`src/sv/rsl_pkg.sv`:
```
// ----------------------------------------------------------------------------
// Radial spotlight luma package
// Shared constants for the radial spotlight luminance block.
// ----------------------------------------------------------------------------
package rsl_pkg;

  // Configuration register indexes.
  localparam int CFG_IDX_W = 2;
  localparam logic [CFG_IDX_W-1:0] CFG_CENTER_X = CFG_IDX_W'(0);
  localparam logic [CFG_IDX_W-1:0] CFG_CENTER_Y = CFG_IDX_W'(1);

  // Squared distance at and beyond which the attenuation is capped (160 px).
  localparam int FAR_D2 = 25600;
  localparam int D2S_W  = 15;

  // Square root of the near squared distance shifted left by RAD_SHIFT.
  localparam int RAD_SHIFT  = 8;
  localparam int RAD_W      = 24;
  localparam int SQRT_STEPS = 12;
  localparam int ROOT_W     = 12;
  localparam int REM_W      = 14;

  // Gain is (GAIN_DEN - distance) / GAIN_DEN with the distance in Q8.4.
  localparam int DIST_CAP = 2560;
  localparam int GAIN_DEN = 3200;
  localparam int GAIN_W   = 12;

  // GAIN_DEN = 2**DIV_SHIFT * DIV_REST.
  localparam int DIV_SHIFT = 7;
  localparam int DIV_REST  = 25;

  localparam int QUEUE_DEPTH = 4;

endpackage

```
`src/sv/rsl_in_if.sv`:
```
// ----------------------------------------------------------------------------
// Radial spotlight pixel channel
// Valid/ready channel that carries one pixel per beat.
// ----------------------------------------------------------------------------
interface rsl_in_if #(
  parameter int COORD_BITS = 12,
  parameter int LUM_BITS   = 16
);
  logic                  valid;
  logic                  ready;
  logic [COORD_BITS-1:0] pix_x;
  logic [COORD_BITS-1:0] pix_y;
  logic [LUM_BITS-1:0]   lum_in;

  modport source (output valid, output pix_x, output pix_y, output lum_in, input ready);
  modport sink (input valid, input pix_x, input pix_y, input lum_in, output ready);
endinterface

```
`src/sv/rsl_out_if.sv`:
```
// ----------------------------------------------------------------------------
// Radial spotlight result channel
// Valid/ready channel that carries one attenuated luminance per beat.
// ----------------------------------------------------------------------------
interface rsl_out_if #(
  parameter int LUM_BITS = 16
);
  logic                valid;
  logic                ready;
  logic [LUM_BITS-1:0] lum_out;

  modport source (output valid, output lum_out, input ready);
  modport sink (input valid, input lum_out, output ready);
endinterface

```
`src/sv/rsl_ram.sv`:
```
// ----------------------------------------------------------------------------
// Radial spotlight queue
// Small register queue that decouples the front and back pipelines.
// ----------------------------------------------------------------------------
module rsl_ram #(
  parameter int WIDTH = 32,
  parameter int DEPTH = 4
) (
  input  logic             clk_i,
  input  logic             rst_ni,
  input  logic             push_valid_i,
  output logic             push_ready_o,
  input  logic [WIDTH-1:0] push_data_i,
  output logic             pop_valid_o,
  input  logic             pop_ready_i,
  output logic [WIDTH-1:0] pop_data_o
);
  localparam int AW = (DEPTH > 1) ? $clog2(DEPTH) : 1;
  localparam int CW = $clog2(DEPTH + 1);

  logic [WIDTH-1:0] entry_q [DEPTH];
  logic [AW-1:0]    wr_ptr_q, wr_ptr_d;
  logic [AW-1:0]    rd_ptr_q, rd_ptr_d;
  logic [CW-1:0]    cnt_q, cnt_d;
  logic             push, pop;

  assign push_ready_o = (cnt_q != CW'(DEPTH));
  assign pop_valid_o  = (cnt_q != '0);
  assign pop_data_o   = entry_q[rd_ptr_q];
  assign push         = push_valid_i && push_ready_o;
  assign pop          = pop_valid_o && pop_ready_i;

  always_comb begin
    wr_ptr_d = wr_ptr_q;
    rd_ptr_d = rd_ptr_q;
    cnt_d    = cnt_q;
    if (push) begin
      wr_ptr_d = (wr_ptr_q == AW'(DEPTH - 1)) ? '0 : wr_ptr_q + AW'(1);
    end
    if (pop) begin
      rd_ptr_d = (rd_ptr_q == AW'(DEPTH - 1)) ? '0 : rd_ptr_q + AW'(1);
    end
    if (push && !pop) begin
      cnt_d = cnt_q + CW'(1);
    end else if (pop && !push) begin
      cnt_d = cnt_q - CW'(1);
    end
  end

  always_ff @(posedge clk_i or negedge rst_ni) begin
    if (!rst_ni) begin
      wr_ptr_q <= '0;
      rd_ptr_q <= '0;
      cnt_q    <= '0;
    end else begin
      wr_ptr_q <= wr_ptr_d;
      rd_ptr_q <= rd_ptr_d;
      cnt_q    <= cnt_d;
    end
  end

  always_ff @(posedge clk_i) begin
    if (push) begin
      entry_q[wr_ptr_q] <= push_data_i;
    end
  end

  assert property (@(posedge clk_i) disable iff (!rst_ni) cnt_q <= CW'(DEPTH))
    else $error("Queue fill count exceeds its depth.");
  assert property (@(posedge clk_i) disable iff (!rst_ni)
    (push && !pop) |=> (cnt_q == $past(cnt_q) + CW'(1)))
    else $error("Queue fill count did not follow a lone push.");
  assert property (@(posedge clk_i) disable iff (!rst_ni)
    (pop && !push) |=> (cnt_q == $past(cnt_q) - CW'(1)))
    else $error("Queue fill count did not follow a lone pop.");

endmodule

```
`src/sv/rsl_front.sv`:
```
// ----------------------------------------------------------------------------
// Radial spotlight front end
// Accepts pixels, forms the squared distance and marks far pixels.
// ----------------------------------------------------------------------------
module rsl_front #(
  parameter int COORD_BITS = 12,
  parameter int LUM_BITS   = 16
) (
  input  logic                      clk_i,
  input  logic                      rst_ni,
  rsl_in_if.sink                    pix_i,
  input  logic [COORD_BITS-1:0]     center_x_i,
  input  logic [COORD_BITS-1:0]     center_y_i,
  output logic                      q_valid_o,
  input  logic                      q_ready_i,
  output logic [LUM_BITS-1:0]       q_lum_o,
  output logic                      q_far_o,
  output logic [rsl_pkg::D2S_W-1:0] q_d2s_o
);
  import rsl_pkg::*;

  localparam int D2W = 2 * COORD_BITS + 1;

  logic                    adv;
  logic                    v1_q, v2_q, v3_q;
  logic [COORD_BITS-1:0]   dx_d, dy_d;
  logic [COORD_BITS-1:0]   dx_q, dy_q;
  logic [2*COORD_BITS-1:0] sqx_q, sqy_q;
  logic [D2W-1:0]          d2;
  logic [LUM_BITS-1:0]     lum1_q, lum2_q, lum3_q;
  logic [D2S_W-1:0]        d2s_q;
  logic                    far_q;

  assign adv         = !v3_q || q_ready_i;
  assign pix_i.ready = adv;

  assign dx_d = (pix_i.pix_x >= center_x_i) ? pix_i.pix_x - center_x_i
                                             : center_x_i - pix_i.pix_x;
  assign dy_d = (pix_i.pix_y >= center_y_i) ? pix_i.pix_y - center_y_i
                                             : center_y_i - pix_i.pix_y;
  assign d2   = D2W'(sqx_q) + D2W'(sqy_q);

  always_ff @(posedge clk_i or negedge rst_ni) begin
    if (!rst_ni) begin
      v1_q <= 1'b0;
      v2_q <= 1'b0;
      v3_q <= 1'b0;
    end else if (adv) begin
      v1_q <= pix_i.valid;
      v2_q <= v1_q;
      v3_q <= v2_q;
    end
  end

  always_ff @(posedge clk_i) begin
    if (adv) begin
      dx_q   <= dx_d;
      dy_q   <= dy_d;
      lum1_q <= pix_i.lum_in;
      sqx_q  <= (2*COORD_BITS)'(dx_q) * (2*COORD_BITS)'(dx_q);
      sqy_q  <= (2*COORD_BITS)'(dy_q) * (2*COORD_BITS)'(dy_q);
      lum2_q <= lum1_q;
      d2s_q  <= d2[D2S_W-1:0];
      far_q  <= (d2 >= D2W'(FAR_D2));
      lum3_q <= lum2_q;
    end
  end

  assign q_valid_o = v3_q;
  assign q_lum_o   = lum3_q;
  assign q_far_o   = far_q;
  assign q_d2s_o   = d2s_q;

endmodule

```
`src/sv/rsl_back.sv`:
```
// ----------------------------------------------------------------------------
// Radial spotlight back end
// Square root of the squared distance, gain multiply and division by the gain scale.
// ----------------------------------------------------------------------------
module rsl_back #(
  parameter int LUM_BITS = 16
) (
  input  logic                      clk_i,
  input  logic                      rst_ni,
  input  logic                      q_valid_i,
  output logic                      q_ready_o,
  input  logic [LUM_BITS-1:0]       q_lum_i,
  input  logic                      q_far_i,
  input  logic [rsl_pkg::D2S_W-1:0] q_d2s_i,
  rsl_out_if.source                 res_o
);
  import rsl_pkg::*;

  localparam int PW = LUM_BITS + GAIN_W;
  localparam int XW = PW - DIV_SHIFT;
  localparam int MW = XW - 4;
  localparam int YW = XW + MW;
  localparam longint unsigned M_FULL = (64'd1 << XW) / 64'(DIV_REST);
  localparam logic [MW-1:0] M_REC = MW'(M_FULL);

  logic                  adv;
  logic [SQRT_STEPS:0]   s_vld_q;
  logic [REM_W-1:0]      s_rem_q  [SQRT_STEPS+1];
  logic [ROOT_W-1:0]     s_root_q [SQRT_STEPS+1];
  logic [RAD_W-1:0]      s_rad_q  [SQRT_STEPS+1];
  logic [LUM_BITS-1:0]   s_lum_q  [SQRT_STEPS+1];
  logic                  s_far_q  [SQRT_STEPS+1];
  logic                  p_vld_q, m_vld_q, o_vld_q;
  logic [ROOT_W-1:0]     distc;
  logic [GAIN_W-1:0]     gain;
  logic [PW-1:0]         prod_q;
  logic [XW-1:0]         x_d, x_q;
  logic [YW-1:0]         xm_q;
  logic [LUM_BITS-1:0]   qest;
  logic [XW-1:0]         corr_rem;
  logic [LUM_BITS-1:0]   lum_out_q;

  assign adv       = !o_vld_q || res_o.ready;
  assign q_ready_o = adv;

  always_ff @(posedge clk_i or negedge rst_ni) begin
    if (!rst_ni) begin
      s_vld_q <= '0;
      p_vld_q <= 1'b0;
      m_vld_q <= 1'b0;
      o_vld_q <= 1'b0;
    end else if (adv) begin
      s_vld_q <= {s_vld_q[SQRT_STEPS-1:0], q_valid_i};
      p_vld_q <= s_vld_q[SQRT_STEPS];
      m_vld_q <= p_vld_q;
      o_vld_q <= m_vld_q;
    end
  end

  always_ff @(posedge clk_i) begin
    if (adv) begin
      s_rem_q[0]  <= '0;
      s_root_q[0] <= '0;
      s_rad_q[0]  <= {1'b0, q_d2s_i, RAD_SHIFT'(0)};
      s_lum_q[0]  <= q_lum_i;
      s_far_q[0]  <= q_far_i;
    end
  end

  for (genvar k = 0; k < SQRT_STEPS; k++) begin : g_sqrt
    logic [REM_W-1:0] cand;
    logic [REM_W-1:0] trial;
    logic             take;

    assign cand  = {s_rem_q[k][REM_W-3:0], s_rad_q[k][2*(SQRT_STEPS-1-k) +: 2]};
    assign trial = {s_root_q[k], 2'b01};
    assign take  = (cand >= trial);

    always_ff @(posedge clk_i) begin
      if (adv) begin
        s_rem_q[k+1]  <= take ? cand - trial : cand;
        s_root_q[k+1] <= {s_root_q[k][ROOT_W-2:0], take};
        s_rad_q[k+1]  <= s_rad_q[k];
        s_lum_q[k+1]  <= s_lum_q[k];
        s_far_q[k+1]  <= s_far_q[k];
      end
    end
  end

  assign distc    = s_far_q[SQRT_STEPS] ? ROOT_W'(DIST_CAP) : s_root_q[SQRT_STEPS];
  assign gain     = GAIN_W'(GAIN_DEN) - distc;
  assign x_d      = prod_q[PW-1:DIV_SHIFT];
  assign qest     = xm_q[XW +: LUM_BITS];
  assign corr_rem = x_q - XW'(qest) * XW'(DIV_REST);

  always_ff @(posedge clk_i) begin
    if (adv) begin
      prod_q    <= PW'(s_lum_q[SQRT_STEPS]) * PW'(gain);
      x_q       <= x_d;
      xm_q      <= YW'(x_d) * YW'(M_REC);
      lum_out_q <= (corr_rem >= XW'(DIV_REST)) ? qest + LUM_BITS'(1) : qest;
    end
  end

  assign res_o.valid   = o_vld_q;
  assign res_o.lum_out = lum_out_q;

  assert property (@(posedge clk_i) disable iff (!rst_ni)
    (s_vld_q[SQRT_STEPS] && !s_far_q[SQRT_STEPS]) |->
      (s_root_q[SQRT_STEPS] < ROOT_W'(DIST_CAP)))
    else $error("Near pixel produced a distance at or above the cap.");
  assert property (@(posedge clk_i) disable iff (!rst_ni)
    m_vld_q |-> (corr_rem < XW'(2 * DIV_REST)))
    else $error("Reciprocal quotient estimate is off by more than one.");

endmodule

```
`src/sv/radial_spotlight_luma_top.sv`:
```
// ----------------------------------------------------------------------------
// Radial spotlight luma top level
// Throughput: one pixel per cycle when the result side does not stall, because
// every stage, square root included, is pipelined and the queue passes one
// beat per cycle.
// Reset clears both centre registers to 0 and empties the pipelines and queue.
// ----------------------------------------------------------------------------
module radial_spotlight_luma_top #(
  parameter int COORD_BITS = 12,
  parameter int LUM_BITS   = 16
) (
  input  logic                         clk_i,
  input  logic                         rst_ni,
  rsl_in_if.sink                       pix_i,
  rsl_out_if.source                    res_o,
  input  logic                         cfg_we_i,
  input  logic [rsl_pkg::CFG_IDX_W-1:0] cfg_idx_i,
  input  logic [COORD_BITS-1:0]        cfg_wdata_i
);
  import rsl_pkg::*;

  localparam int QW = LUM_BITS + 1 + D2S_W;

  logic [COORD_BITS-1:0] center_x_q, center_y_q;
  logic                  f_valid, f_ready;
  logic [LUM_BITS-1:0]   f_lum, b_lum;
  logic                  f_far, b_far;
  logic [D2S_W-1:0]      f_d2s, b_d2s;
  logic                  b_valid, b_ready;
  logic [QW-1:0]         b_data;

  always_ff @(posedge clk_i or negedge rst_ni) begin
    if (!rst_ni) begin
      center_x_q <= '0;
      center_y_q <= '0;
    end else if (cfg_we_i) begin
      unique case (cfg_idx_i)
        CFG_CENTER_X: center_x_q <= cfg_wdata_i;
        CFG_CENTER_Y: center_y_q <= cfg_wdata_i;
        default: ;
      endcase
    end
  end

  rsl_front #(
    .COORD_BITS(COORD_BITS),
    .LUM_BITS  (LUM_BITS)
  ) u_front (
    .clk_i     (clk_i),
    .rst_ni    (rst_ni),
    .pix_i     (pix_i),
    .center_x_i(center_x_q),
    .center_y_i(center_y_q),
    .q_valid_o (f_valid),
    .q_ready_i (f_ready),
    .q_lum_o   (f_lum),
    .q_far_o   (f_far),
    .q_d2s_o   (f_d2s)
  );

  rsl_ram #(
    .WIDTH(QW),
    .DEPTH(QUEUE_DEPTH)
  ) u_queue (
    .clk_i       (clk_i),
    .rst_ni      (rst_ni),
    .push_valid_i(f_valid),
    .push_ready_o(f_ready),
    .push_data_i ({f_lum, f_far, f_d2s}),
    .pop_valid_o (b_valid),
    .pop_ready_i (b_ready),
    .pop_data_o  (b_data)
  );

  assign {b_lum, b_far, b_d2s} = b_data;

  rsl_back #(
    .LUM_BITS(LUM_BITS)
  ) u_back (
    .clk_i    (clk_i),
    .rst_ni   (rst_ni),
    .q_valid_i(b_valid),
    .q_ready_o(b_ready),
    .q_lum_i  (b_lum),
    .q_far_i  (b_far),
    .q_d2s_i  (b_d2s),
    .res_o    (res_o)
  );

endmodule
```
`src/flat_wrapper.sv`:
```
// flat-port wrapper written by rule: the top's interface ports become plain ports
module radial_spotlight_luma_top_flat import rsl_pkg::*;
#(
  parameter int COORD_BITS = 12,
  parameter int LUM_BITS   = 16
)
  (clk_i, rst_ni, cfg_we_i, cfg_idx_i, cfg_wdata_i, pix_i_valid, pix_i_pix_x, pix_i_pix_y, pix_i_lum_in, pix_i_ready, res_o_valid, res_o_lum_out, res_o_ready);
  rsl_in_if #(.COORD_BITS(COORD_BITS), .LUM_BITS(LUM_BITS)) pix_i_i ();
  rsl_out_if #(.LUM_BITS(LUM_BITS)) res_o_i ();
  input  logic clk_i;
  input  logic rst_ni;
  input  logic cfg_we_i;
  input  logic [rsl_pkg::CFG_IDX_W-1:0] cfg_idx_i;
  input  logic [COORD_BITS-1:0] cfg_wdata_i;
  input wire logic [$bits(pix_i_i.valid)-1:0] pix_i_valid;
  input wire logic [$bits(pix_i_i.pix_x)-1:0] pix_i_pix_x;
  input wire logic [$bits(pix_i_i.pix_y)-1:0] pix_i_pix_y;
  input wire logic [$bits(pix_i_i.lum_in)-1:0] pix_i_lum_in;
  output wire logic [$bits(pix_i_i.ready)-1:0] pix_i_ready;
  output wire logic [$bits(res_o_i.valid)-1:0] res_o_valid;
  output wire logic [$bits(res_o_i.lum_out)-1:0] res_o_lum_out;
  input wire logic [$bits(res_o_i.ready)-1:0] res_o_ready;
  assign pix_i_i.valid = pix_i_valid;
  assign pix_i_i.pix_x = pix_i_pix_x;
  assign pix_i_i.pix_y = pix_i_pix_y;
  assign pix_i_i.lum_in = pix_i_lum_in;
  assign pix_i_ready = pix_i_i.ready;
  assign res_o_valid = res_o_i.valid;
  assign res_o_lum_out = res_o_i.lum_out;
  assign res_o_i.ready = res_o_ready;
  radial_spotlight_luma_top #(.COORD_BITS(COORD_BITS), .LUM_BITS(LUM_BITS)) u_core (.clk_i(clk_i), .rst_ni(rst_ni), .pix_i(pix_i_i), .res_o(res_o_i), .cfg_we_i(cfg_we_i), .cfg_idx_i(cfg_idx_i), .cfg_wdata_i(cfg_wdata_i));
endmodule
```
`config.mk`:
```
export PLATFORM = sky130hd
export DESIGN_NAME = radial_spotlight_luma_top_flat
export DESIGN_NICKNAME = d
export VERILOG_FILES = /design/src/sv/rsl_pkg.sv /design/src/sv/rsl_in_if.sv /design/src/sv/rsl_out_if.sv /design/src/sv/rsl_ram.sv /design/src/sv/rsl_front.sv /design/src/sv/rsl_back.sv /design/src/sv/radial_spotlight_luma_top.sv /design/src/flat_wrapper.sv
export SDC_FILE = /design/constraint.sdc
export NUM_CORES = 2
export LEC_CHECK = 0
export ABC_AREA = 1
export BUFFER_PORTS_ARGS = -buffer_cell sky130_fd_sc_hd__buf_4
export CAP_MARGIN = 40
export CELL_PAD_IN_SITES_DETAIL_PLACEMENT = 1
export CELL_PAD_IN_SITES_GLOBAL_PLACEMENT = 2
export CORE_MARGIN = 1
export CORE_UTILIZATION = 45
export DETAILED_ROUTE_END_ITERATION = 12
export PLACE_DENSITY = 0.92
export SYNTH_ARGS = -nofsm -noshare
export SYNTH_HDL_FRONTEND = slang
export SYNTH_SLANG_ARGS = --single-unit
export TNS_END_PERCENT = 100
```
`constraint.sdc`:
```
create_clock -name clk_i -period 46.9 [get_ports clk_i]
set_input_delay 7.035 -clock clk_i [delete_from_list [all_inputs] [get_ports clk_i]]
set_output_delay 7.035 -clock clk_i [all_outputs]
set_load 0.01 [all_outputs]
```
==> out/metrics.yaml <==
run_status:
  status: "finished, final reports clean"
sta:
  rsz0062_at_grt: "no"
  drv_slew: 0
  period_minus_slack_ns: 9.93
  fin_crit_sh_pct: 21.2
  finalClockSkew_ns: 0.0556
  worstMarginPinSlew_ns: 1.15
  max_freq_mhz: 101
  finalSetupViolCount: 0
  hold_viol: 0
  setup_tns_ns: 0
  maxSlewHeadroom_pct: 23.5
routing:
  firstDrtPassIters: 5
  drt_iter0_drc: 1957
  vias: 39700
  drt-total-wl_mm: 144
  routed_via_density: 5.15
  wl_per_cell_um: 18.6
  postRouteAntennaNets: 0
  drc: 0
final_layout:
  fin_nets: 6979
  fin_util_pct: 49.9
  syn_to_final_growth_pct: 9.73
  final_cell_count_no_fill: 7715
  drive_gt1_share_pct: 5.37
clock_tree:
  ctsRootBufferMaster: "clkbuf_16"
  numCtsBuffers: 95
  postCtsSetupBuffers: 0
  clock_sinks: 871
  post_cts_resized: 0
  cts_tree: "done"
  cts_buffer_depth: 3
  cts_hold_buf: 0
  path_clk_slew_ns: 0.06
  clock_latency_ns: 0.73
  cts_max_level: 3
floorplanning:
  die_area_um2: 135000
  initial_core_util_pct: 45.5
  placementRows: 133
  ios: 77
  die_h_um: 367
  coreArea_um2: 132000
  die_w_um: 367
place:
  port_buffers: 76
  dp_cells: 7538
  place.gp.congestion: 0.855
  hpwl_mm: 110
synth:
  seq_area_frac_synth_pct: 43.2
  ys_types: 62
  synth_nets: 6886
  ys_ff_latch: 871
  synth_edf_count: 821
  syn_inst: 5787
  ys_warn_count: 0
  async_reset_ff_share_pct: 5.74
  synth_ff_type: "edfxtp_1"
  avgSynthCellArea_um2: 10.4
  synth_area_um2: 60000
run:
  max_cap_viol_count: 0
grt:
  grt.overflow.total: 0
  antenna_found_initial: 0
  grt.total_usage_pct: 21.8
  grt_max_degree: 228
  first_global_vias: 44600
  grt_pass1_wl_mm: 234
worst_setup_path:
  crit_buf_inv: 6
  end_kind: "flop"
  r2r_cells: 28
  crit_arrival_ns: 10.23
  cp_slowest_cell: "buf_4"
  critical_path.startpoint_type: "input port"
  regToRegStartpoint: "u_core.u_back.s_far_q[1][4]"
  r2r-end: "u_core.u_back.prod_q[21]"
  critPathKind: "in2reg"
  rrSetupSlack_ns: 39.20
  cpLargestDelayFamily: "buffers and inverters"
  path_max_fanout: 95
  path_cells: "buf_4 > nor2_1 > buf_4 > inv_8 > buf_4 > buf_4 > buf_4"
  max_stage_delay_ns: 0.83
  crit_path_frequent_cell: "buf_4"
  crit_required_ns: 47.21
worst_hold_path:
  worstHoldPathCells: 0
  min_delay_worst_endpoint: "u_core.u_back.s_lum_q[0][123]"
  hold_start: "u_core.u_back.s_lum_q[0][107]"
  hold_class: "reg2reg"
==> stage by stage <==
stage | cell area (um^2) | hold WS, ns | setup WS (ns)
2_1_floorplan | 60000 | 0.400 | 23.28
3_3_place_gp | 62500 | 0.400 | 36.41
3_5_place_dp | 62500 | 0.405 | 36.22
4_1_cts | 65800 | 0.395 | 36.97
5_1_grt | 65800 | 0.409 | 36.75
6_report | 65800 | 0.399 | 36.97
==> layout make-up <==
cell class	instances	area (um^2)
clock inverters	68	817
diodes	1	2.50
clock buffers	108	2450
flip-flops and latches	871	25900
well taps	1755	2200
multi-input cells	3606	29100
repair buffers	95	746
fillers	14500	66000
inverters	1211	4550
==> kinds of logic after synthesis <==
group | Yosys count | share of synthesized area, %
xor+xnor | 212 | 3.10
other cells | 1 | 0.00625
simple gates | 1668 | 11.5
flops | 871 | 43.2
mux | 8 | 0.144
compound gates | 677 | 6.22
fa+ha+maj | 1040 | 27.6
buf+inv | 1310 | 8.27
==> registers in the layout (all words and copies together), names as in the netlist, 21 cells and up <==
signal,flops
u_core.u_back.prod_q,21
u_core.u_back.s_lum_q,208
u_core.u_back.s_rad_q,75
u_core.u_back.s_rem_q,115
u_core.u_back.s_root_q,74
u_core.u_back.x_q,21
u_core.u_front.sqx_q,23
u_core.u_front.sqy_q,23
u_core.u_queue.entry_q,128
==> cell usage after synthesis, types with 6 or more instances <==
master	count	share of area, %
edfxtp_1	821	41
buf_1	9	0.056
o21ai_1	7	0.058
nor4_1	12	0.13
nor2_1	340	2.1
buf_2	11	0.092
or2_2	15	0.16
inv_1	1199	7.5
o21ai_0	268	2.2
o22ai_1	33	0.34
a31oi_1	13	0.14
a21boi_0	8	0.10
xor2_1	135	2.0
nand4_1	53	0.55
nand3_1	140	1.2
nand3b_1	9	0.11
o21bai_1	17	0.21
ha_1	571	12
nand2_2	12	0.13
xnor2_1	77	1.1
a211oi_1	6	0.075
dfrtp_1	50	2.1
inv_2	9	0.056
clkbuf_1	73	0.46
a21o_1	21	0.26
a21oi_1	262	2.2
fa_1	469	16
nor2_2	8	0.083
a221oi_1	8	0.12
nor3_1	43	0.36
nand2_1	1018	6.4
==> cell usage in the layout, fill, tap and decap left out, types with 10 or more instances in the layout <==
cell       count
inv_1       1198
nand2_1     1018
edfxtp_1     821
ha_1         571
fa_1         469
nor2_1       336
o21ai_0      268
a21oi_1      262
nand3_1      139
xor2_1       135
clkbuf_16     95
buf_4         93
xnor2_1       77
nand4_1       53
dfrtp_1       49
nor3_1        43
o22ai_1       33
a21o_1        21
clkinv_2      20
o21bai_1      17
clkinv_1      16
or2_2         15
a31oi_1       13
nor4_1        12
nand2_2       12
clkbuf_1      11
bufinv_16     11
nor2_2        10
==> per-layer routing <==
layer | part of all wire [%] | GRT usage, %
met1 | 42 | 26.5
met2 | 53 | 40.5
met3 | 2.8 | 2.32
met4 | 2.4 | 5.92
met5 | 0 | 0
==> how the worst max path moves through the flow <==
stage | from | end | slack [ns] | cells after the start
global route | res_o_ready | u_core.u_back.x_q[5] | 36.75 | 7
global placement | res_o_ready | u_core.u_back.res_o.lum_out[2] | 36.41 | 7
floorplan | res_o_ready | u_core.u_back.prod_q[10] | 23.28 | 3
CTS | res_o_ready | u_core.u_back.x_q[5] | 36.97 | 7
detailed placement | res_o_ready | u_core.u_back.res_o.lum_out[2] | 36.22 | 7
finish | res_o_ready | u_core.u_back.res_o.lum_out[4] | 36.97 | 7
Power is left out: the tool's default activity adds up to more than one toggle a clock period on the data nets, which glitch-free logic cannot reach.
